## config.mk

```make
export PLATFORM = sky130hd
export DESIGN_NAME = key_debounce_event_fifo
export DESIGN_NICKNAME = d
export VERILOG_FILES = /design/src/rtl/core/kdef_pkg.sv /design/src/rtl/core/kdef_front.sv /design/src/rtl/core/kdef_back.sv /design/src/rtl/core/key_debounce_event_fifo.sv
export SDC_FILE = /design/constraint.sdc
export NUM_CORES = 1
export LEC_CHECK = 0
export BUFFER_PORTS_ARGS = -buffer_cell sky130_fd_sc_hd__buf_2
export CORE_MARGIN = 2
export CORE_UTILIZATION = 41
export CTS_BUF_LIST = sky130_fd_sc_hd__clkbuf_2 sky130_fd_sc_hd__clkbuf_4 sky130_fd_sc_hd__clkbuf_8
export DETAILED_ROUTE_END_ITERATION = 7
export HOLD_SLACK_MARGIN = 0.12
export PLACE_DENSITY = 0.69
export SLEW_MARGIN = 5
export SYNTH_ARGS = -nofsm -noshare
export SYNTH_HDL_FRONTEND = slang
export SYNTH_SLANG_ARGS = --single-unit
```

## constraint.sdc

```tcl
create_clock -name clk_i -period 5.5 [get_ports clk_i]
set_input_delay 0.825 -clock clk_i [delete_from_list [all_inputs] [get_ports clk_i]]
set_output_delay 0.825 -clock clk_i [all_outputs]
set_load 0.05 [all_outputs]
```

## src/rtl/core/kdef_pkg.sv

```systemverilog
`timescale 1ns / 1ps
// ----------------------------------------------------------------------------
// kdef_pkg: shared types and constants of the key debounce event FIFO
// Word formats, command and register codes, and ring and debounce sizing.
// ----------------------------------------------------------------------------
package kdef_pkg;

  localparam int FILTER_TICKS = 5;
  localparam int RING_DEPTH   = 16;
  localparam int KEY_TOTAL    = 4;
  localparam int HARD_KEYS    = 3;

  localparam int RING_AW = (RING_DEPTH > 1) ? $clog2(RING_DEPTH) : 1;
  localparam int DB_W    = $clog2(2 * FILTER_TICKS + 1);
  localparam int KEY_W   = $clog2(KEY_TOTAL);

  localparam logic [DB_W-1:0] DB_FT    = DB_W'(FILTER_TICKS);
  localparam logic [DB_W-1:0] DB_MAX   = DB_W'(2 * FILTER_TICKS);
  localparam logic [DB_W-1:0] DB_RESET = DB_W'(FILTER_TICKS / 2);

  localparam logic [RING_AW-1:0] RING_LAST = RING_AW'(RING_DEPTH - 1);
  localparam logic [KEY_W-1:0]   KEY_LAST  = KEY_W'(KEY_TOTAL - 1);

  // configuration register indexes
  localparam int CFG_IDX_W = 3;
  localparam logic [CFG_IDX_W-1:0] CFG_HOLD_K1     = 3'd0;
  localparam logic [CFG_IDX_W-1:0] CFG_HOLD_K2     = 3'd1;
  localparam logic [CFG_IDX_W-1:0] CFG_HOLD_K3     = 3'd2;
  localparam logic [CFG_IDX_W-1:0] CFG_HOLD_COMBO  = 3'd3;
  localparam logic [CFG_IDX_W-1:0] CFG_REPEAT      = 3'd4;
  localparam logic [CFG_IDX_W-1:0] CFG_ACTIVE_LVLS = 3'd5;
  localparam int CFG_DATA_W = 32;

  localparam logic [15:0] HOLD_RESET       = 16'd100;
  localparam logic [15:0] HOLD_COMBO_RESET = 16'd200;
  localparam logic [31:0] REPEAT_RESET     = 32'd0;
  localparam logic [2:0]  ACTIVE_RESET     = 3'd2;

  // event code offsets within a key's group of three
  localparam logic [3:0] OFS_PRESS   = 4'd1;
  localparam logic [3:0] OFS_RELEASE = 4'd2;
  localparam logic [3:0] OFS_LONG    = 4'd3;
  localparam logic [3:0] CODE_NONE   = 4'd0;

  typedef enum logic [1:0] {
    CMD_TICK   = 2'd0,
    CMD_READ_A = 2'd1,
    CMD_READ_B = 2'd2,
    CMD_LOCK   = 2'd3
  } cmd_e;

  typedef struct packed {
    logic [1:0] cmd;
    logic [2:0] pin_levels;
  } in_word_t;

  typedef struct packed {
    logic [3:0] key_code;
    logic [3:0] key_states;
    logic       locked;
  } out_word_t;

  typedef struct packed {
    logic [KEY_TOTAL-1:0][15:0] hold_ticks;
    logic [31:0]                repeat_periods;
    logic [2:0]                 active_levels;
  } cfg_t;

  typedef struct packed {
    cmd_e                 op;
    logic [KEY_TOTAL-1:0] down;
  } job_t;

  function automatic logic [3:0] event_code(input logic [KEY_W-1:0] k,
                                            input logic [3:0] ofs);
    logic [3:0] base;
    base = 4'(k) + 4'(k) + 4'(k);
    return base + ofs;
  endfunction

endpackage

```

## src/rtl/core/kdef_front.sv

```systemverilog
`timescale 1ns / 1ps
// ----------------------------------------------------------------------------
// kdef_front: command intake and classification
// Decodes each word into an operation and per-key down levels, and buffers
// it in a two-entry queue toward the sequencer.
// ----------------------------------------------------------------------------
module kdef_front import kdef_pkg::*; (
  input  logic     clk_i,
  input  logic     rst_ni,
  input  cfg_t     cfg_i,
  input  logic     in_valid_i,
  output logic     in_stall_o,
  input  in_word_t in_data_i,
  output logic     job_valid_o,
  output job_t     job_o,
  input  logic     job_take_i
);

  job_t       slot_q [2];
  logic       wr_ptr_q, wr_ptr_d;
  logic       rd_ptr_q, rd_ptr_d;
  logic [1:0] count_q, count_d;
  logic       push, pop;
  job_t       job_new;
  logic [HARD_KEYS-1:0] pin_act;

  always_comb begin
    pin_act      = ~(in_data_i.pin_levels ^ cfg_i.active_levels);
    job_new.op   = cmd_e'(in_data_i.cmd);
    job_new.down = {pin_act[1] & pin_act[2], pin_act};
  end

  assign in_stall_o  = (count_q == 2'd2);
  assign job_valid_o = (count_q != 2'd0);
  assign job_o       = slot_q[rd_ptr_q];

  assign push = in_valid_i && !in_stall_o;
  assign pop  = job_take_i && job_valid_o;

  always_comb begin
    wr_ptr_d = push ? ~wr_ptr_q : wr_ptr_q;
    rd_ptr_d = pop ? ~rd_ptr_q : rd_ptr_q;
    count_d  = count_q + 2'(push) - 2'(pop);
  end

  always_ff @(posedge clk_i or negedge rst_ni) begin
    if (!rst_ni) begin
      wr_ptr_q <= 1'b0;
      rd_ptr_q <= 1'b0;
      count_q  <= 2'd0;
    end else begin
      wr_ptr_q <= wr_ptr_d;
      rd_ptr_q <= rd_ptr_d;
      count_q  <= count_d;
    end
  end

  always_ff @(posedge clk_i) begin
    if (push) begin
      slot_q[wr_ptr_q] <= job_new;
    end
  end

endmodule

```

## src/rtl/core/kdef_back.sv

```systemverilog
`timescale 1ns / 1ps
// ----------------------------------------------------------------------------
// kdef_back: key sequencer, event ring and readers
// Updates one key per cycle on a tick, plus an extra step for each key posting
// two events at the single ring write port; serves both readers, holds output word.
// ----------------------------------------------------------------------------
module kdef_back import kdef_pkg::*; (
  input  logic      clk_i,
  input  logic      rst_ni,
  input  cfg_t      cfg_i,
  input  logic      job_valid_i,
  input  job_t      job_i,
  output logic      job_take_o,
  output logic      out_valid_o,
  input  logic      out_stall_i,
  output out_word_t out_data_o
);

  localparam logic [2:0] ST_IDLE  = 3'd0;
  localparam logic [2:0] ST_KEY   = 3'd1;
  localparam logic [2:0] ST_KEY2  = 3'd2;
  localparam logic [2:0] ST_FIN   = 3'd3;
  localparam logic [2:0] ST_RDATA = 3'd4;

  logic [2:0]       state_q, state_d;
  logic [KEY_W-1:0] kidx_q, kidx_d;
  logic [KEY_TOTAL-1:0] down_q, down_d;
  logic [3:0]       ev2_q, ev2_d;

  logic [DB_W-1:0]      db_q  [KEY_TOTAL];
  logic [DB_W-1:0]      db_d  [KEY_TOTAL];
  logic [KEY_TOTAL-1:0] prs_q, prs_d;
  logic [15:0]          hc_q  [KEY_TOTAL];
  logic [15:0]          hc_d  [KEY_TOTAL];
  logic [7:0]           rc_q  [KEY_TOTAL];
  logic [7:0]           rc_d  [KEY_TOTAL];

  logic [RING_AW-1:0] wp_q, wp_d, rpa_q, rpa_d, rpb_q, rpb_d;
  logic               lock_q, lock_d;

  logic [3:0]         ring_q [RING_DEPTH];
  logic               mem_we, mem_re;
  logic [RING_AW-1:0] mem_raddr;
  logic [3:0]         mem_wdata, rdata_q;

  logic      out_valid_q, out_valid_d, out_load, out_free;
  out_word_t out_word_q;
  logic [3:0] out_code;

  // per-key evaluation for the key under the sequencer
  logic [DB_W-1:0] cnt, n_db;
  logic            prs, n_prs, dn;
  logic [15:0]     hc, n_hc, hc_inc, ht;
  logic [7:0]      rc, n_rc, rc_inc, per;
  logic            ev_press, ev_rel, ev_hold, ev_any, ev_two;
  logic [3:0]      hold_code, first_code;

  function automatic logic [RING_AW-1:0] ptr_inc(input logic [RING_AW-1:0] p);
    return (p == RING_LAST) ? '0 : p + RING_AW'(1);
  endfunction

  always_comb begin
    cnt    = db_q[kidx_q];
    prs    = prs_q[kidx_q];
    hc     = hc_q[kidx_q];
    rc     = rc_q[kidx_q];
    dn     = down_q[kidx_q];
    ht     = cfg_i.hold_ticks[kidx_q];
    per    = cfg_i.repeat_periods[{kidx_q, 3'b000} +: 8];
    hc_inc = hc + 16'd1;
    rc_inc = rc + 8'd1;
    n_db      = cnt;
    n_prs     = prs;
    n_hc      = hc;
    n_rc      = rc;
    ev_press  = 1'b0;
    ev_rel    = 1'b0;
    ev_hold   = 1'b0;
    hold_code = event_code(kidx_q, OFS_LONG);
    if (dn) begin
      if (cnt < DB_FT) begin
        n_db = DB_FT;
      end else if (cnt < DB_MAX) begin
        n_db = cnt + DB_W'(1);
      end else begin
        if (!prs) begin
          n_prs    = 1'b1;
          ev_press = 1'b1;
        end
        if (ht != 16'd0) begin
          if (hc < ht) begin
            n_hc = hc_inc;
            if (hc_inc == ht) begin
              ev_hold = 1'b1;
            end
          end else if (per != 8'd0) begin
            if (rc_inc >= per) begin
              n_rc      = 8'd0;
              ev_hold   = 1'b1;
              hold_code = event_code(kidx_q, OFS_PRESS);
            end else begin
              n_rc = rc_inc;
            end
          end
        end
      end
    end else begin
      if (cnt > DB_FT) begin
        n_db = DB_FT;
      end else if (cnt != '0) begin
        n_db = cnt - DB_W'(1);
      end else if (prs) begin
        n_prs  = 1'b0;
        ev_rel = 1'b1;
      end
      n_hc = 16'd0;
      n_rc = 8'd0;
    end
    ev_any = ev_press | ev_rel | ev_hold;
    ev_two = ev_press & ev_hold;
    if (ev_press) begin
      first_code = event_code(kidx_q, OFS_PRESS);
    end else if (ev_rel) begin
      first_code = event_code(kidx_q, OFS_RELEASE);
    end else begin
      first_code = hold_code;
    end
  end

  assign out_free   = !out_valid_q || !out_stall_i;
  assign job_take_o = (state_q == ST_IDLE) && job_valid_i && out_free;

  always_comb begin
    state_d   = state_q;
    kidx_d    = kidx_q;
    down_d    = down_q;
    ev2_d     = ev2_q;
    db_d      = db_q;
    prs_d     = prs_q;
    hc_d      = hc_q;
    rc_d      = rc_q;
    wp_d      = wp_q;
    rpa_d     = rpa_q;
    rpb_d     = rpb_q;
    lock_d    = lock_q;
    mem_we    = 1'b0;
    mem_wdata = first_code;
    mem_re    = 1'b0;
    mem_raddr = rpa_q;
    out_load  = 1'b0;
    out_code  = CODE_NONE;

    unique case (state_q)
      ST_IDLE: begin
        if (job_take_o) begin
          unique case (job_i.op)
            CMD_TICK: begin
              down_d  = job_i.down;
              kidx_d  = '0;
              state_d = ST_KEY;
            end
            CMD_READ_A: begin
              if (rpa_q != wp_q) begin
                mem_re    = 1'b1;
                mem_raddr = rpa_q;
                rpa_d     = ptr_inc(rpa_q);
                state_d   = ST_RDATA;
              end else begin
                out_load = 1'b1;
              end
            end
            CMD_READ_B: begin
              if (rpb_q != wp_q) begin
                mem_re    = 1'b1;
                mem_raddr = rpb_q;
                rpb_d     = ptr_inc(rpb_q);
                state_d   = ST_RDATA;
              end else begin
                out_load = 1'b1;
              end
            end
            CMD_LOCK: begin
              lock_d   = 1'b1;
              rpa_d    = wp_q;
              out_load = 1'b1;
            end
            default: ;
          endcase
        end
      end
      ST_KEY: begin
        db_d[kidx_q]  = n_db;
        prs_d[kidx_q] = n_prs;
        hc_d[kidx_q]  = n_hc;
        rc_d[kidx_q]  = n_rc;
        mem_we        = ev_any;
        if (ev_any) begin
          wp_d = ptr_inc(wp_q);
        end
        if (ev_two) begin
          ev2_d   = hold_code;
          state_d = ST_KEY2;
        end else if (kidx_q == KEY_LAST) begin
          state_d = ST_FIN;
        end else begin
          kidx_d = kidx_q + KEY_W'(1);
        end
      end
      ST_KEY2: begin
        mem_we    = 1'b1;
        mem_wdata = ev2_q;
        wp_d      = ptr_inc(wp_q);
        if (kidx_q == KEY_LAST) begin
          state_d = ST_FIN;
        end else begin
          kidx_d  = kidx_q + KEY_W'(1);
          state_d = ST_KEY;
        end
      end
      ST_FIN: begin
        if (lock_q) begin
          rpa_d = wp_q;
          if (prs_q[HARD_KEYS-1:0] == '0) begin
            lock_d = 1'b0;
          end
        end
        out_load = 1'b1;
        state_d  = ST_IDLE;
      end
      ST_RDATA: begin
        out_code = rdata_q;
        out_load = 1'b1;
        state_d  = ST_IDLE;
      end
      default: begin
        state_d = ST_IDLE;
      end
    endcase
  end

  always_comb begin
    if (out_load) begin
      out_valid_d = 1'b1;
    end else if (out_valid_q && !out_stall_i) begin
      out_valid_d = 1'b0;
    end else begin
      out_valid_d = out_valid_q;
    end
  end

  always_ff @(posedge clk_i or negedge rst_ni) begin
    if (!rst_ni) begin
      state_q     <= ST_IDLE;
      kidx_q      <= '0;
      prs_q       <= '0;
      wp_q        <= '0;
      rpa_q       <= '0;
      rpb_q       <= '0;
      lock_q      <= 1'b0;
      out_valid_q <= 1'b0;
      for (int i = 0; i < KEY_TOTAL; i++) begin
        db_q[i] <= DB_RESET;
        hc_q[i] <= 16'd0;
        rc_q[i] <= 8'd0;
      end
    end else begin
      state_q     <= state_d;
      kidx_q      <= kidx_d;
      prs_q       <= prs_d;
      wp_q        <= wp_d;
      rpa_q       <= rpa_d;
      rpb_q       <= rpb_d;
      lock_q      <= lock_d;
      out_valid_q <= out_valid_d;
      db_q        <= db_d;
      hc_q        <= hc_d;
      rc_q        <= rc_d;
    end
  end

  always_ff @(posedge clk_i) begin
    down_q <= down_d;
    ev2_q  <= ev2_d;
    if (out_load) begin
      out_word_q.key_code   <= out_code;
      out_word_q.key_states <= prs_q;
      out_word_q.locked     <= lock_d;
    end
  end

  // event ring: one write and one registered read per cycle
  always_ff @(posedge clk_i) begin
    if (mem_we) begin
      ring_q[wp_q] <= mem_wdata;
    end
    if (mem_re) begin
      rdata_q <= ring_q[mem_raddr];
    end
  end

  assign out_valid_o = out_valid_q;
  assign out_data_o  = out_word_q;

endmodule

```

## src/rtl/core/key_debounce_event_fifo.sv

```systemverilog
`timescale 1ns / 1ps
// ----------------------------------------------------------------------------
// key_debounce_event_fifo: debounced keys with a shared two-reader event ring
// Configuration registers, command intake and the key/ring sequencer.
// ----------------------------------------------------------------------------
// Each input word is a scan tick, a read through reader A or B, or a lock,
// and each yields exactly one output word. A tick walks the four keys one per
// cycle through the sequencer, with an extra ST_KEY2 step for each key that
// posts two events (single ring write port), and ends in ST_FIN. A non-empty
// read passes through ST_RDATA; an empty read and a lock load the output word
// from idle. The two-word intake queue takes new words while the sequencer
// works and the output word waits. The ring has 16 entries, overwritten on overrun.
module key_debounce_event_fifo import kdef_pkg::*; (
  input  logic                  clk_i,
  input  logic                  rst_ni,
  input  logic                  cfg_we_i,
  input  logic [CFG_IDX_W-1:0]  cfg_idx_i,
  input  logic [CFG_DATA_W-1:0] cfg_wdata_i,
  input  logic                  in_valid_i,
  output logic                  in_stall_o,
  input  in_word_t              in_data_i,
  output logic                  out_valid_o,
  input  logic                  out_stall_i,
  output out_word_t             out_data_o
);

  cfg_t cfg_q, cfg_d;
  logic job_valid, job_take;
  job_t job;

  always_comb begin
    cfg_d = cfg_q;
    if (cfg_we_i) begin
      unique case (cfg_idx_i)
        CFG_HOLD_K1:     cfg_d.hold_ticks[0]  = cfg_wdata_i[15:0];
        CFG_HOLD_K2:     cfg_d.hold_ticks[1]  = cfg_wdata_i[15:0];
        CFG_HOLD_K3:     cfg_d.hold_ticks[2]  = cfg_wdata_i[15:0];
        CFG_HOLD_COMBO:  cfg_d.hold_ticks[3]  = cfg_wdata_i[15:0];
        CFG_REPEAT:      cfg_d.repeat_periods = cfg_wdata_i;
        CFG_ACTIVE_LVLS: cfg_d.active_levels  = cfg_wdata_i[2:0];
        default: ;
      endcase
    end
  end

  always_ff @(posedge clk_i or negedge rst_ni) begin
    if (!rst_ni) begin
      cfg_q.hold_ticks[0]  <= HOLD_RESET;
      cfg_q.hold_ticks[1]  <= HOLD_RESET;
      cfg_q.hold_ticks[2]  <= HOLD_RESET;
      cfg_q.hold_ticks[3]  <= HOLD_COMBO_RESET;
      cfg_q.repeat_periods <= REPEAT_RESET;
      cfg_q.active_levels  <= ACTIVE_RESET;
    end else begin
      cfg_q <= cfg_d;
    end
  end

  kdef_front u_front (
    .clk_i       (clk_i),
    .rst_ni      (rst_ni),
    .cfg_i       (cfg_q),
    .in_valid_i  (in_valid_i),
    .in_stall_o  (in_stall_o),
    .in_data_i   (in_data_i),
    .job_valid_o (job_valid),
    .job_o       (job),
    .job_take_i  (job_take)
  );

  kdef_back u_back (
    .clk_i       (clk_i),
    .rst_ni      (rst_ni),
    .cfg_i       (cfg_q),
    .job_valid_i (job_valid),
    .job_i       (job),
    .job_take_o  (job_take),
    .out_valid_o (out_valid_o),
    .out_stall_i (out_stall_i),
    .out_data_o  (out_data_o)
  );

endmodule

```

# Word-level counts from Yosys, hierarchy flattened
# Memory sizes are Yosys's and may differ from the RTL's. A register that Yosys moved wholly into a read port is not among the register bits.
# Index checks and enable logic that the tools add are counted.
dict set report op_classes {
  n_reduce_logical 37
  div 0
  n_mul 0
  bitwise_logic 9
  addsub 15
  order_cmp 9
  mux 124
  shift 1
  n_eq_ne 30
}
# cell count
set op_table {}
lappend op_table {{2-to-1 mux 16 bit} 9}
lappend op_table {{2-to-1 mux 4 bit} 29}
lappend op_table {{2-to-1 mux 8 bit} 10}
lappend op_table {{binary-select mux 16 bit (select 2 bit)} 2}
lappend op_table {{bitwise mux 64 bit} 1}
lappend op_table {{2-to-1 mux 1 bit} 41}
lappend op_table {{bitwise mux 32 bit} 1}
lappend op_table {{demux 16 bit (select 2 bit)} 1}
lappend op_table {{variable part select 32 x 6 -> 8 bit} 1}
lappend op_table {{one-hot mux 4 bit (2 select lines)} 3}
lappend op_table {{adder 4 x 1 -> 4 bit, second input constant} 5}
lappend op_table {{one-hot mux 3 bit (3 select lines)} 2}
lappend op_table {{adder 16 x 1 -> 16 bit, second input constant} 1}
lappend op_table {{binary-select mux 8 bit (select 2 bit)} 1}
lappend op_table {{bitwise mux 16 bit} 1}
lappend op_table {{demux 8 bit (select 2 bit)} 1}
lappend op_table {{== test 16 bit} 1}
lappend op_table {{less-than comparator 16 bit} 1}
lappend op_table {{AND reduction 2 bit} 8}
lappend op_table {{nonzero test 16 bit} 1}
lappend op_table {{2-to-1 mux 3 bit} 5}
lappend op_table {{== test 3 x 2 -> 1 bit, second input constant} 4}
lappend op_table {{== test 4 bit, second input constant} 3}
lappend op_table {{2-to-1 mux 2 bit} 5}
lappend op_table {{other kinds (53)} 88}
dict set report word_totals {
  ff_bits 255
  memories 2
  ram_bits 76
  output_inout_bits 11
  wordCells 261
  rom_bits 0
  latchBits 0
}
# name words width read_ports rd_clocked_by_memory_dff wr line_no
set memory_table {}
lappend memory_table {u_back.ring_q 16 4 1 1 1 kdef_back.sv:41} ;# logic [3:0] ring_q [RING_DEPTH];
lappend memory_table {u_front.slot_q 2 6 1 0 1 kdef_front.sv:19} ;# job_t slot_q [2];

# Depth between registers and ports, before layout
# Gate-level depths: netlist (run 1).
dict set report logic_depth {
  depth_word 17
  ltp_mapped 19
  mapped_depth_nobuf 13
}

# Hierarchy
# From an unflattened synthesis (run 1), not the netlist that was laid out.
dict set report hier_totals {
  cells_unflattened 1436
  hier_area_um2 16982.5
}
# mod cells_per_inst area_per_inst_um2 instances seq_area_each_um2
set by_module_without_submodules {}
lappend by_module_without_submodules {kdef_back 1181 12517.0 1 5935.7}
lappend by_module_without_submodules {key_debounce_event_fifo 214 3794.9 1 2493.6}
lappend by_module_without_submodules {kdef_front 41 670.6 1 460.4}

# Least setup slack after synthesis (run 1)
# OpenSTA, ideal clock, no wires.
dict set report synth_path {
  kind {flip-flop to flip-flop}
  from {register u_back.kidx_q[0]}
  to {memory u_back.ring_q[0][1] (data pin)}
  setup_slack_ns 1.169
  path_buffers 4
  setup_ns 0.291
  arrival_ns 4.039
  period_less_slack_ns 4.331
  path_stages_with_launch 17
  cell_sequence {dfrtp_1 -> buf_6 -> buf_12 -> buf_12 -> buf_6 -> mux4_2 -> ha_1 -> and3_1 -> and3_1 -> xor2_1 -> ha_1 -> or3_1 -> o211ai_2 -> a21oi_1 -> a21o_1 -> xor2_1 -> a21oi_1}
}
dict set report synth_between {
  elab_chain_cells 16
  elab_cells_between_ends 49
  classes_between {6 x add/sub; 5 x order compare; 1 x shift; 33 x mux; 1 x bitwise; 3 x reduce/logical}
}
# element line_no
set synth_rtl {}
lappend synth_rtl {{start: declaration} kdef_back.sv:26} ;# logic [KEY_W-1:0] kidx_q, kidx_d;
lappend synth_rtl {{start signal: assignment} kdef_back.sv:268} ;# kidx_q <= kidx_d;
lappend synth_rtl {{NOT 2 -> 3 bit (not written as such)} {kdef_back.sv:63, kdef_back.sv:65, kdef_back.sv:66}}
lappend synth_rtl {{binary-select mux 8 bit (select 2 bit)} kdef_back.sv:66} ;# rc = rc_q[kidx_q];
lappend synth_rtl {{2-to-1 mux 8 bit (not written as such) (2 in series)} kdef_back.sv:66}
lappend synth_rtl {{adder 8 x 1 -> 8 bit} kdef_back.sv:71} ;# rc_inc = rc + 8'd1;
lappend synth_rtl {{greater-or-equal comparator 8 bit} kdef_back.sv:97} ;# if (rc_inc >= per) begin
lappend synth_rtl {{2-to-1 mux 4 bit} kdef_back.sv:97}
lappend synth_rtl {{2-to-1 mux 4 bit} kdef_back.sv:96} ;# end else if (per != 8'd0) begin
lappend synth_rtl {{2-to-1 mux 4 bit} kdef_back.sv:91} ;# if (hc < ht) begin
lappend synth_rtl {{2-to-1 mux 4 bit} kdef_back.sv:90} ;# if (ht != 16'd0) begin
lappend synth_rtl {{2-to-1 mux 4 bit} kdef_back.sv:83} ;# end else if (cnt < DB_MAX) begin
lappend synth_rtl {{2-to-1 mux 4 bit} kdef_back.sv:81} ;# if (cnt < DB_FT) begin
lappend synth_rtl {{2-to-1 mux 4 bit} kdef_back.sv:80} ;# if (dn) begin
lappend synth_rtl {{2-to-1 mux 4 bit} kdef_back.sv:123} ;# end else if (ev_rel) begin
lappend synth_rtl {{2-to-1 mux 4 bit (*)} kdef_back.sv:121} ;# if (ev_press) begin
lappend synth_rtl {{2-to-1 mux 4 bit (*)} kdef_back.sv:153} ;# unique case (state_q)
lappend synth_rtl {{named net u_back.mem_wdata[1]} kdef_back.sv:44} ;# logic [3:0] mem_wdata, rdata_q;
lappend synth_rtl {{end: declaration} kdef_back.sv:41}
# Mark *: on every way through the listed nets, which the timed path passes. The rest lies on a longest branch. The select of a mux whose other input is x is not followed.

# Worst setup path after layout (run 1)
dict set report layout_path {
  from {register u_back.kidx_q[0]}
  to {memory u_back.ring_q[12][1] (enable)}
}
dict set report layout_between {
  elab_chain_cells 17
  elab_cells_between_ends 49
  classes_between {2 x add/sub; 5 x order compare; 1 x eq/ne; 1 x shift; 34 x mux; 3 x bitwise; 3 x reduce/logical}
}
# element line_no
set layout_rtl {}
lappend layout_rtl {{NOT 2 -> 3 bit (not written as such)} {kdef_back.sv:63, kdef_back.sv:65, kdef_back.sv:66}}
lappend layout_rtl {{binary-select mux 8 bit (select 2 bit)} kdef_back.sv:66}
lappend layout_rtl {{2-to-1 mux 8 bit (not written as such) (2 in series)} kdef_back.sv:66}
lappend layout_rtl {{adder 8 x 1 -> 8 bit} kdef_back.sv:71}
lappend layout_rtl {{greater-or-equal comparator 8 bit} kdef_back.sv:97}
lappend layout_rtl {{2-to-1 mux 1 bit} kdef_back.sv:97}
lappend layout_rtl {{2-to-1 mux 1 bit} kdef_back.sv:96}
lappend layout_rtl {{2-to-1 mux 1 bit} kdef_back.sv:91}
lappend layout_rtl {{2-to-1 mux 1 bit} kdef_back.sv:90}
lappend layout_rtl {{2-to-1 mux 1 bit} kdef_back.sv:83}
lappend layout_rtl {{2-to-1 mux 1 bit} kdef_back.sv:81}
lappend layout_rtl {{2-to-1 mux 1 bit} kdef_back.sv:80}
lappend layout_rtl {{OR 1 bit (*)} kdef_back.sv:119} ;# ev_any = ev_press | ev_rel | ev_hold;
lappend layout_rtl {{one-hot mux 1 bit (2 select lines) (*)} kdef_back.sv:153}
lappend layout_rtl {{2-to-1 mux 1 bit (*)} kdef_back.sv:293} ;# if (mem_we) begin
lappend layout_rtl {{2-to-1 mux 1 bit (not written as such) (*)} kdef_back.sv:294} ;# ring_q[wp_q] <= mem_wdata;
# Mark *: on every way between the ends. The rest lies on a longest branch, timed or not. The select of a mux whose other input is x is not followed.

==> run_summary.xml, run 1 <==
<?xml version="1.0" encoding="UTF-8"?>
<metrics>
  <group name="status">
    <metric name="run_status" unit="">finished clean</metric>
  </group>
  <group name="placement">
    <metric name="dp.cells" unit="">2005</metric>
    <metric name="gp_congestion" unit="">0.924</metric>
    <metric name="dpl.hpwl" unit="um">26900</metric>
    <metric name="placedInstanceArea" unit="sq um">17900</metric>
    <metric name="post-place-ws" unit="ns">0.569</metric>
    <metric name="numPortBuffers" unit="">55</metric>
  </group>
  <group name="final_layout">
    <metric name="num-fill-cells" unit="">3684</metric>
    <metric name="post_route_cells_drive_above_1_share" unit="%">25.2</metric>
    <metric name="finish.utilization" unit="%">46.5</metric>
    <metric name="layout-area-overhead-vs-synth" unit="%">11.7</metric>
    <metric name="instances_no_fill" unit="">2103</metric>
    <metric name="fin_nets" unit="">1621</metric>
    <metric name="finish.instance_area" unit="sq um">19100</metric>
  </group>
  <group name="sta">
    <metric name="min_period" unit="ns">5.03</metric>
    <metric name="worstMarginPinSlew" unit="ns">1.08</metric>
    <metric name="setup_violations" unit="">0</metric>
    <metric name="final_hold_viol_count" unit="">0</metric>
    <metric name="setup_tns" unit="ns">0</metric>
    <metric name="slew_headroom" unit="%">27.6</metric>
    <metric name="clock-skew-final" unit="ns">0.0374</metric>
    <metric name="postLayoutSetupSlackWorst" unit="ns">0.469</metric>
    <metric name="pins_over_slew_limit" unit="">0</metric>
    <metric name="achievable-frequency" unit="MHz">199</metric>
    <metric name="finalCritPeriodShare" unit="%">91.5</metric>
    <metric name="setup_repair_after_global_routing_missed_its_margin" unit="">false</metric>
  </group>
  <group name="critical_path">
    <metric name="critPathLaunchType" unit="">flop</metric>
    <metric name="worst_ep_arrival_time" unit="ns">5.25</metric>
    <metric name="cp-end-kind" unit="">flop</metric>
    <metric name="ff2ff_path_depth" unit="">12</metric>
    <metric name="timing.setup.critical_path_class" unit="">reg2reg</metric>
    <metric name="worst_r2r_src" unit="">u_back.kidx_q[0]$_DFFE_PN0P_</metric>
    <metric name="crit_required" unit="ns">5.72</metric>
    <metric name="worstPathMaxFanout" unit="">15</metric>
    <metric name="regToRegEndpoint" unit="">u_back.ring_q[12][1]$_DFFE_PP_</metric>
    <metric name="reg2reg_slack" unit="ns">0.47</metric>
  </group>
  <group name="yosys">
    <metric name="post-synth-top-area-fraction" unit="%">32.4</metric>
    <metric name="synth_common_cells" unit="">nand2_1 (234), dfrtp_1 (221), o21ai_0 (134)</metric>
    <metric name="sequential_element_share_of_the_synthesized_area" unit="%">52.0</metric>
    <metric name="synth.top_cells.by_area" unit="">dfrtp_1 (32%), edfxtp_1 (17%), mux2_2 (7.4%)</metric>
    <metric name="synth_cell_type_count" unit="">77</metric>
    <metric name="synthesis.yosys.warnings" unit="">0</metric>
    <metric name="syn_nets" unit="">1561</metric>
    <metric name="synthFlopType" unit="">dfrtp_1</metric>
    <metric name="postSynth.asyncResetShare" unit="%">71.0</metric>
    <metric name="post-synth-top-count-cell" unit="">nand2_1</metric>
    <metric name="postSynthAreaPerCell" unit="sq um">11.6</metric>
    <metric name="netlist_instances" unit="">1467</metric>
    <metric name="number_of_synthesized_flops_with_an_enable_pin" unit="">97</metric>
    <metric name="yosysTopAreaCell" unit="">dfrtp_1</metric>
    <metric name="ys_ff_latch" unit="">335</metric>
    <metric name="syn_area" unit="sq um">17100</metric>
  </group>
  <group name="clocking">
    <metric name="cts-root-buf" unit="">clkbuf_8</metric>
    <metric name="clock_latency" unit="ns">0.61</metric>
    <metric name="clock_sinks" unit="">335</metric>
    <metric name="cts_hold_buffers" unit="">0</metric>
    <metric name="clockBufferDepth" unit="">3</metric>
    <metric name="postCtsSetupBuffers" unit="">0</metric>
    <metric name="clk_pin_slew_worst_paths" unit="ns">0.06</metric>
    <metric name="htree_num_levels" unit="">2</metric>
    <metric name="number_of_clock_buffers_inserted_by_tritoncts" unit="">52</metric>
    <metric name="ctsResizeCount" unit="">0</metric>
    <metric name="cts_tree" unit="">yes</metric>
  </group>
  <group name="power_and_ir_drop">
    <metric name="worst_ir_drop_vdd" unit="mV">0.274</metric>
    <metric name="static-leakage-power" unit="nW">7.79</metric>
    <metric name="power-per-cell-area" unit="nW/um^2">497</metric>
  </group>
  <group name="route">
    <metric name="vias_per_cell" unit="">5.48</metric>
    <metric name="post_drt_wl_per_cell" unit="um">18.6</metric>
    <metric name="drtIter0Drc" unit="">795</metric>
    <metric name="detail_route.drc_violations" unit="">0</metric>
    <metric name="number_of_nets_still_failing_antenna_checks_after_routing" unit="">0</metric>
    <metric name="routed_wl" unit="um">39100</metric>
    <metric name="drt_pre_antenna_iters" unit="">6</metric>
    <metric name="via_count" unit="">11524</metric>
  </group>
  <group name="floorplan">
    <metric name="die_area" unit="sq um">43300</metric>
    <metric name="core.rowCount" unit="">74</metric>
    <metric name="start_util" unit="%">41.7</metric>
    <metric name="fp.coreArea" unit="sq um">41000</metric>
    <metric name="dieHeight" unit="um">208</metric>
    <metric name="dieWidth" unit="um">208</metric>
    <metric name="io_pins" unit="">56</metric>
  </group>
  <group name="grt">
    <metric name="grt_start_max_net_pins" unit="">123</metric>
    <metric name="global_route.overflow_total" unit="">0</metric>
    <metric name="global_route.usage.total" unit="%">18.3</metric>
    <metric name="grt_first_pass_wirelength" unit="um">63500</metric>
    <metric name="first_global_vias" unit="">11912</metric>
    <metric name="grt_antenna_before_repair" unit="">2</metric>
  </group>
  <group name="hold_path">
    <metric name="hold_path_class" unit="">in2async</metric>
  </group>
  <group name="run">
    <metric name="cap_violations" unit="">0</metric>
  </group>
</metrics>
[worst max path at each step]
stage	start	endpoint	slack, ns	cells after the start
3_3_place_gp	u_back.kidx_q[0]$_DFFE_PN0P_	u_back.wp_q[1]$_DFFE_PN0P_	0.68	14
3_5_place_dp	u_back.kidx_q[0]$_DFFE_PN0P_	u_back.wp_q[0]$_DFFE_PN0P_	0.57	14
6_report	u_back.kidx_q[0]$_DFFE_PN0P_	u_back.ring_q[12][1]$_DFFE_PP_	0.47	12
5_1_grt	u_back.kidx_q[0]$_DFFE_PN0P_	u_back.ring_q[12][3]$_DFFE_PP_	0.09	12
2_1_floorplan	u_back.kidx_q[0]$_DFFE_PN0P_	u_back.ring_q[0][1]$_DFFE_PP_	1.17	16
4_1_cts	u_back.kidx_q[0]$_DFFE_PN0P_	u_back.ring_q[14][1]$_DFFE_PP_	0.53	12
[final cells by class]
cell class              instances  area (sq um)  share of cell area, %
clock buffers                  90          1100                   5.77
multi-input cells            1004          7640                   40.0
flip-flops and latches        335          8890                   46.6
diodes                          1          2.50                 0.0131
inverters                      45           169                  0.885
well taps                     532           666                   3.49
clock inverters                 7          41.3                  0.216
repair buffers                 89           566                   2.96
[layer usage]
metal,track usage [%],vias to the layer above,wire length [um]
li1,-,5442,-
met1,24.1,5710,17200
met2,30.8,308,19000
met3,3.08,64,2020
met4,5.71,0,853
met5,0,-,0
[report_power, final]
group | internal [W] | switching [W] | leakage, nW
Sequential | 0.00319 | 0.000326 | 3.92
Clock | 0.00126 | 0.000972 | 0.616
Combinational | 0.00144 | 0.00230 | 3.25
[critical path: stages (launching register included)]
cell and delay [ns]:
dfrtp_4 0.61, buf_4 0.28, mux4_2 0.64, ha_1 0.32, nand2_1 0.08, nor4_1 0.39, o211ai_1 0.30, a2111oi_4 0.45
o211ai_2 0.25, nand4_1 0.15, a31oi_1 0.10, nand2b_1 0.41, nor3b_1 0.67
[state kept, by name, indices dropped and copies added (netlist names), 2 cells and up]
signal / count
u_back.rc_q: 32
u_back.ev2_q: 4
u_back.state_q: 3
u_back.out_data_o: 9
u_back.ring_q: 64
u_back.down_q: 4
u_back.hc_q: 64
u_front.slot_q: 12
u_back.rdata_q: 4
u_back.rpb_q: 4
u_back.kidx_q: 2
u_back.rpa_q: 4
u_back.prs_q: 4
u_back.db_q: 16
cfg_q: 99
u_front.count_q: 2
u_back.wp_q: 4
[cells in the final DEF, fill, tap and decap left out, types with 39 or more instances in the layout]
cell	n
o21ai_0	134
inv_1	45
clkbuf_8	68
nand2_1	230
mux2_2	113
edfxtp_1	97
a21oi_1	39
ha_1	49
nor2_1	39
buf_2	54
dfrtp_1	219
mux4_2	49
[per-stage QoR]
step / power, W / hold slack, ns
after floorplan: 0.00619 / 0.441
after global placement: 0.00721 / 0.457
after detailed placement: 0.00729 / 0.467
after CTS: 0.00955 / 0.325
after global routing: 0.0101 / 0.376
final: 0.00949 / 0.308
[kinds of logic after synthesis]
group           synth area share, %
compound gates                 9.81
xor+xnor                       3.28
fa+ha+maj                      3.59
buf+inv                        3.48
flops                          52.0
mux                            15.6
simple gates                   12.2
Power figures use the tool's default switching activity.
==> inputs of run 2 (changes only) <==
==> constraint.sdc (replaced) <==
create_clock -name clk_i -period 5.65 [get_ports clk_i]
set_input_delay 0.8475 -clock clk_i [delete_from_list [all_inputs] [get_ports clk_i]]
set_output_delay 0.8475 -clock clk_i [all_outputs]
set_load 0.05 [all_outputs]
==> run 2 against run 1 <==
  * Total power decreased by 2.6%
  * Critical path type unchanged
  * Highest routed layer unchanged
  * Die area unchanged
  * Combinational power decreased by 3%
  * Count of clock-buffer cells in the layout decreased by 7
  * Critical path depth unchanged
  * Sequential share of layout area about the same
  * Wire length decreased by 1.3%
  * Clock power decreased by 2%
  * Via count decreased by 0.19%
  * Flip-flop and latch count unchanged
  * Maximum frequency decreased by 2.6%
==> run_summary.xml, run 2 (synthesis gave the netlist of run 1 again) <==
<?xml version="1.0" encoding="UTF-8"?>
<metrics>
  <group name="placement">
    <metric name="post-place-ws" unit="ns">0.412</metric>
    <metric name="placedInstanceArea" unit="sq um">17900</metric>
    <metric name="numPortBuffers" unit="">55</metric>
    <metric name="gp_congestion" unit="">0.885</metric>
    <metric name="dpl.hpwl" unit="um">26300</metric>
  </group>
  <group name="sta">
    <metric name="postLayoutSetupSlackWorst" unit="ns">0.487</metric>
    <metric name="slew_headroom" unit="%">23.2</metric>
    <metric name="setup_tns" unit="ns">0</metric>
    <metric name="setup_violations" unit="">0</metric>
    <metric name="clock-skew-final" unit="ns">0.0358</metric>
    <metric name="pins_over_slew_limit" unit="">0</metric>
    <metric name="final_hold_viol_count" unit="">0</metric>
    <metric name="achievable-frequency" unit="MHz">194</metric>
    <metric name="finalCritPeriodShare" unit="%">91.4</metric>
    <metric name="min_period" unit="ns">5.16</metric>
    <metric name="setup_repair_after_global_routing_missed_its_margin" unit="">false</metric>
    <metric name="worstMarginPinSlew" unit="ns">1.15</metric>
  </group>
  <group name="route">
    <metric name="vias_per_cell" unit="">5.47</metric>
    <metric name="drt_pre_antenna_iters" unit="">5</metric>
    <metric name="drtIter0Drc" unit="">659</metric>
    <metric name="number_of_nets_still_failing_antenna_checks_after_routing" unit="">0</metric>
    <metric name="post_drt_wl_per_cell" unit="um">18.4</metric>
    <metric name="via_count" unit="">11502</metric>
    <metric name="detail_route.drc_violations" unit="">0</metric>
    <metric name="routed_wl" unit="um">38600</metric>
  </group>
  <group name="final_layout">
    <metric name="layout_commonest_cell" unit="">nand2_1</metric>
    <metric name="layout-area-overhead-vs-synth" unit="%">11.6</metric>
    <metric name="fin_nets" unit="">1621</metric>
    <metric name="antenna_cells_inserted" unit="">0</metric>
    <metric name="most-common-layout-cells" unit="">nand2_1 (230), dfrtp_1 (219), o21ai_0 (134)</metric>
    <metric name="finish.instance_area" unit="sq um">19100</metric>
    <metric name="largest_registers" unit="">cfg_q x99, u_back.hc_q x64, u_back.ring_q x64</metric>
    <metric name="post_route_cells_drive_above_1_share" unit="%">25.0</metric>
    <metric name="num-fill-cells" unit="">3700</metric>
    <metric name="top_register" unit="">cfg_q</metric>
    <metric name="finish.utilization" unit="%">46.5</metric>
    <metric name="largest_register_ffs" unit="">99</metric>
  </group>
  <group name="floorplan">
    <metric name="fp.coreArea" unit="sq um">41000</metric>
    <metric name="core.rowCount" unit="">74</metric>
    <metric name="dieWidth" unit="um">208</metric>
    <metric name="io_pins" unit="">56</metric>
    <metric name="start_util" unit="%">41.7</metric>
    <metric name="die_area" unit="sq um">43300</metric>
    <metric name="dieHeight" unit="um">208</metric>
  </group>
  <group name="clocking">
    <metric name="cts-root-buf" unit="">clkbuf_8</metric>
    <metric name="clock_sinks" unit="">335</metric>
    <metric name="clockBufferDepth" unit="">3</metric>
    <metric name="clock_latency" unit="ns">0.62</metric>
    <metric name="number_of_clock_buffers_inserted_by_tritoncts" unit="">52</metric>
    <metric name="cts_tree" unit="">yes</metric>
    <metric name="htree_num_levels" unit="">2</metric>
    <metric name="clk_pin_slew_worst_paths" unit="ns">0.06</metric>
    <metric name="cts_hold_buffers" unit="">0</metric>
  </group>
  <group name="hold_path">
    <metric name="hold_path_class" unit="">in2async</metric>
  </group>
  <group name="power_and_ir_drop">
    <metric name="power.internal" unit="W">0.00573</metric>
    <metric name="sw_ratio" unit="%">38.0</metric>
    <metric name="switching_power" unit="W">0.00351</metric>
    <metric name="static-leakage-power" unit="nW">7.78</metric>
    <metric name="share_clk_of_total_power" unit="%">23.6</metric>
    <metric name="share_seq_of_total_power" unit="%">37.1</metric>
    <metric name="total_power" unit="W">0.00924</metric>
    <metric name="power-per-cell-area" unit="nW/um^2">485</metric>
    <metric name="worst_ir_drop_vdd" unit="mV">0.242</metric>
    <metric name="comb_power_share" unit="%">39.3</metric>
  </group>
  <group name="critical_path">
    <metric name="timing.critical_path.slowest_cell_delay" unit="ns">0.69</metric>
    <metric name="timing.critical_path.cells" unit="">buf_12, mux4_2, ha_1, nand2_1, nor4_1, o211ai_1, a2111oi_4, o211ai_2, nand4_1, a31oi_1, nand2b_1, nor3b_1</metric>
    <metric name="worstSetupPathDepth" unit="">12</metric>
    <metric name="critPathSlowestCell" unit="">dfrtp_2</metric>
    <metric name="critPathLaunchType" unit="">flop</metric>
    <metric name="timing.setup.critical_path_class" unit="">reg2reg</metric>
    <metric name="cp-end-kind" unit="">flop</metric>
    <metric name="crit_family" unit="">simple AND/OR/NAND/NOR gates</metric>
    <metric name="crit_required" unit="ns">5.90</metric>
    <metric name="worst_ep_arrival_time" unit="ns">5.41</metric>
    <metric name="critPathBufInv" unit="">1</metric>
    <metric name="ff2ff_path_depth" unit="">12</metric>
    <metric name="worstPathMaxFanout" unit="">18</metric>
  </group>
  <group name="grt">
    <metric name="grt_start_max_net_pins" unit="">137</metric>
    <metric name="global_route.usage.total" unit="%">18.1</metric>
    <metric name="grt_antenna_before_repair" unit="">0</metric>
    <metric name="grt_first_pass_wirelength" unit="um">62900</metric>
    <metric name="global_route.overflow_total" unit="">0</metric>
    <metric name="first_global_vias" unit="">11609</metric>
  </group>
  <group name="status">
    <metric name="run_status" unit="">finished clean</metric>
  </group>
  <group name="run">
    <metric name="cap_violations" unit="">0</metric>
  </group>
</metrics>
## run 2: cell count changes in the layout (fill, tap and decap cells not counted), sizes merged
| cell | before | now |
|---|---|---|
| clkbuf | 90 | 83 |
| clkinv | 6 | 9 |
| bufinv | 0 | 2 |
| clkinvlp | 0 | 1 |
| diode | 1 | 0 |
| inv | 46 | 47 |
## run 2: path summary, 6_finish.rpt
path                                               from                             end  slack, ns
min reg2reg                 u_back.hc_q[11]$_DFFE_PN0P_     u_back.hc_q[11]$_DFFE_PN0P_       0.47
max reg2reg                u_back.kidx_q[1]$_DFFE_PN0P_  u_back.ring_q[12][3]$_DFFE_PP_       0.49
max                        u_back.kidx_q[1]$_DFFE_PN0P_  u_back.ring_q[12][3]$_DFFE_PP_       0.49
max in group asynchronous                        rst_ni    u_back.kidx_q[0]$_DFFE_PN0P_       4.03
min                                              rst_ni     u_back.hc_q[26]$_DFFE_PN0P_       0.35
min in group clk_i                         in_data_i[3]  u_front.slot_q[0][4]$_DFFE_PP_       0.43
## run 2: cell type report
type	instances	area, sq um	share of cell area [%]
repair buffers	89	566	2.97
inverters	45	169	0.886
multi-input cells	1004	7640	40.1
clock buffers	83	998	5.24
well taps	532	666	3.49
clock inverters	14	128	0.670
flip-flops and latches	335	8890	46.7
## run 2: layer usage
layer / up-vias / GRT usage (%) / wire (um)
li1: 5436 / - / -
met1: 5751 / 24.2 / 17200
met2: 256 / 30.5 / 18900
met3: 59 / 2.84 / 1760
met4: 0 / 5.48 / 793
met5: - / 0 / 0
## run 2: stage by stage
stage                     std cells  hold WS, ns
after floorplan                1467        0.441
after global placement         2004        0.457
after detailed placement       2004        0.465
after CTS                      2101        0.382
after global routing           2102        0.406
final                          2102        0.347
## run 2: power groups by stage
stage | combinational [W] | sequential (W) | clock, W
6_report | 0.00363 | 0.00343 | 0.00218
4_1_cts | 0.00359 | 0.00346 | 0.00223
2_1_floorplan | 0.00263 | 0.00340 | 0
5_1_grt | 0.00400 | 0.00349 | 0.00234
3_5_place_dp | 0.00357 | 0.00351 | 0
3_3_place_gp | 0.00349 | 0.00349 | 0
## run 2: what timing repair did
| action | 4_1_cts | 5_1_grt |
|---|---|---|
| setup buffers | 0 | 1 |
| endpoints found under the setup margin | 0 | 12 |
| resized for setup | 0 | 1 |
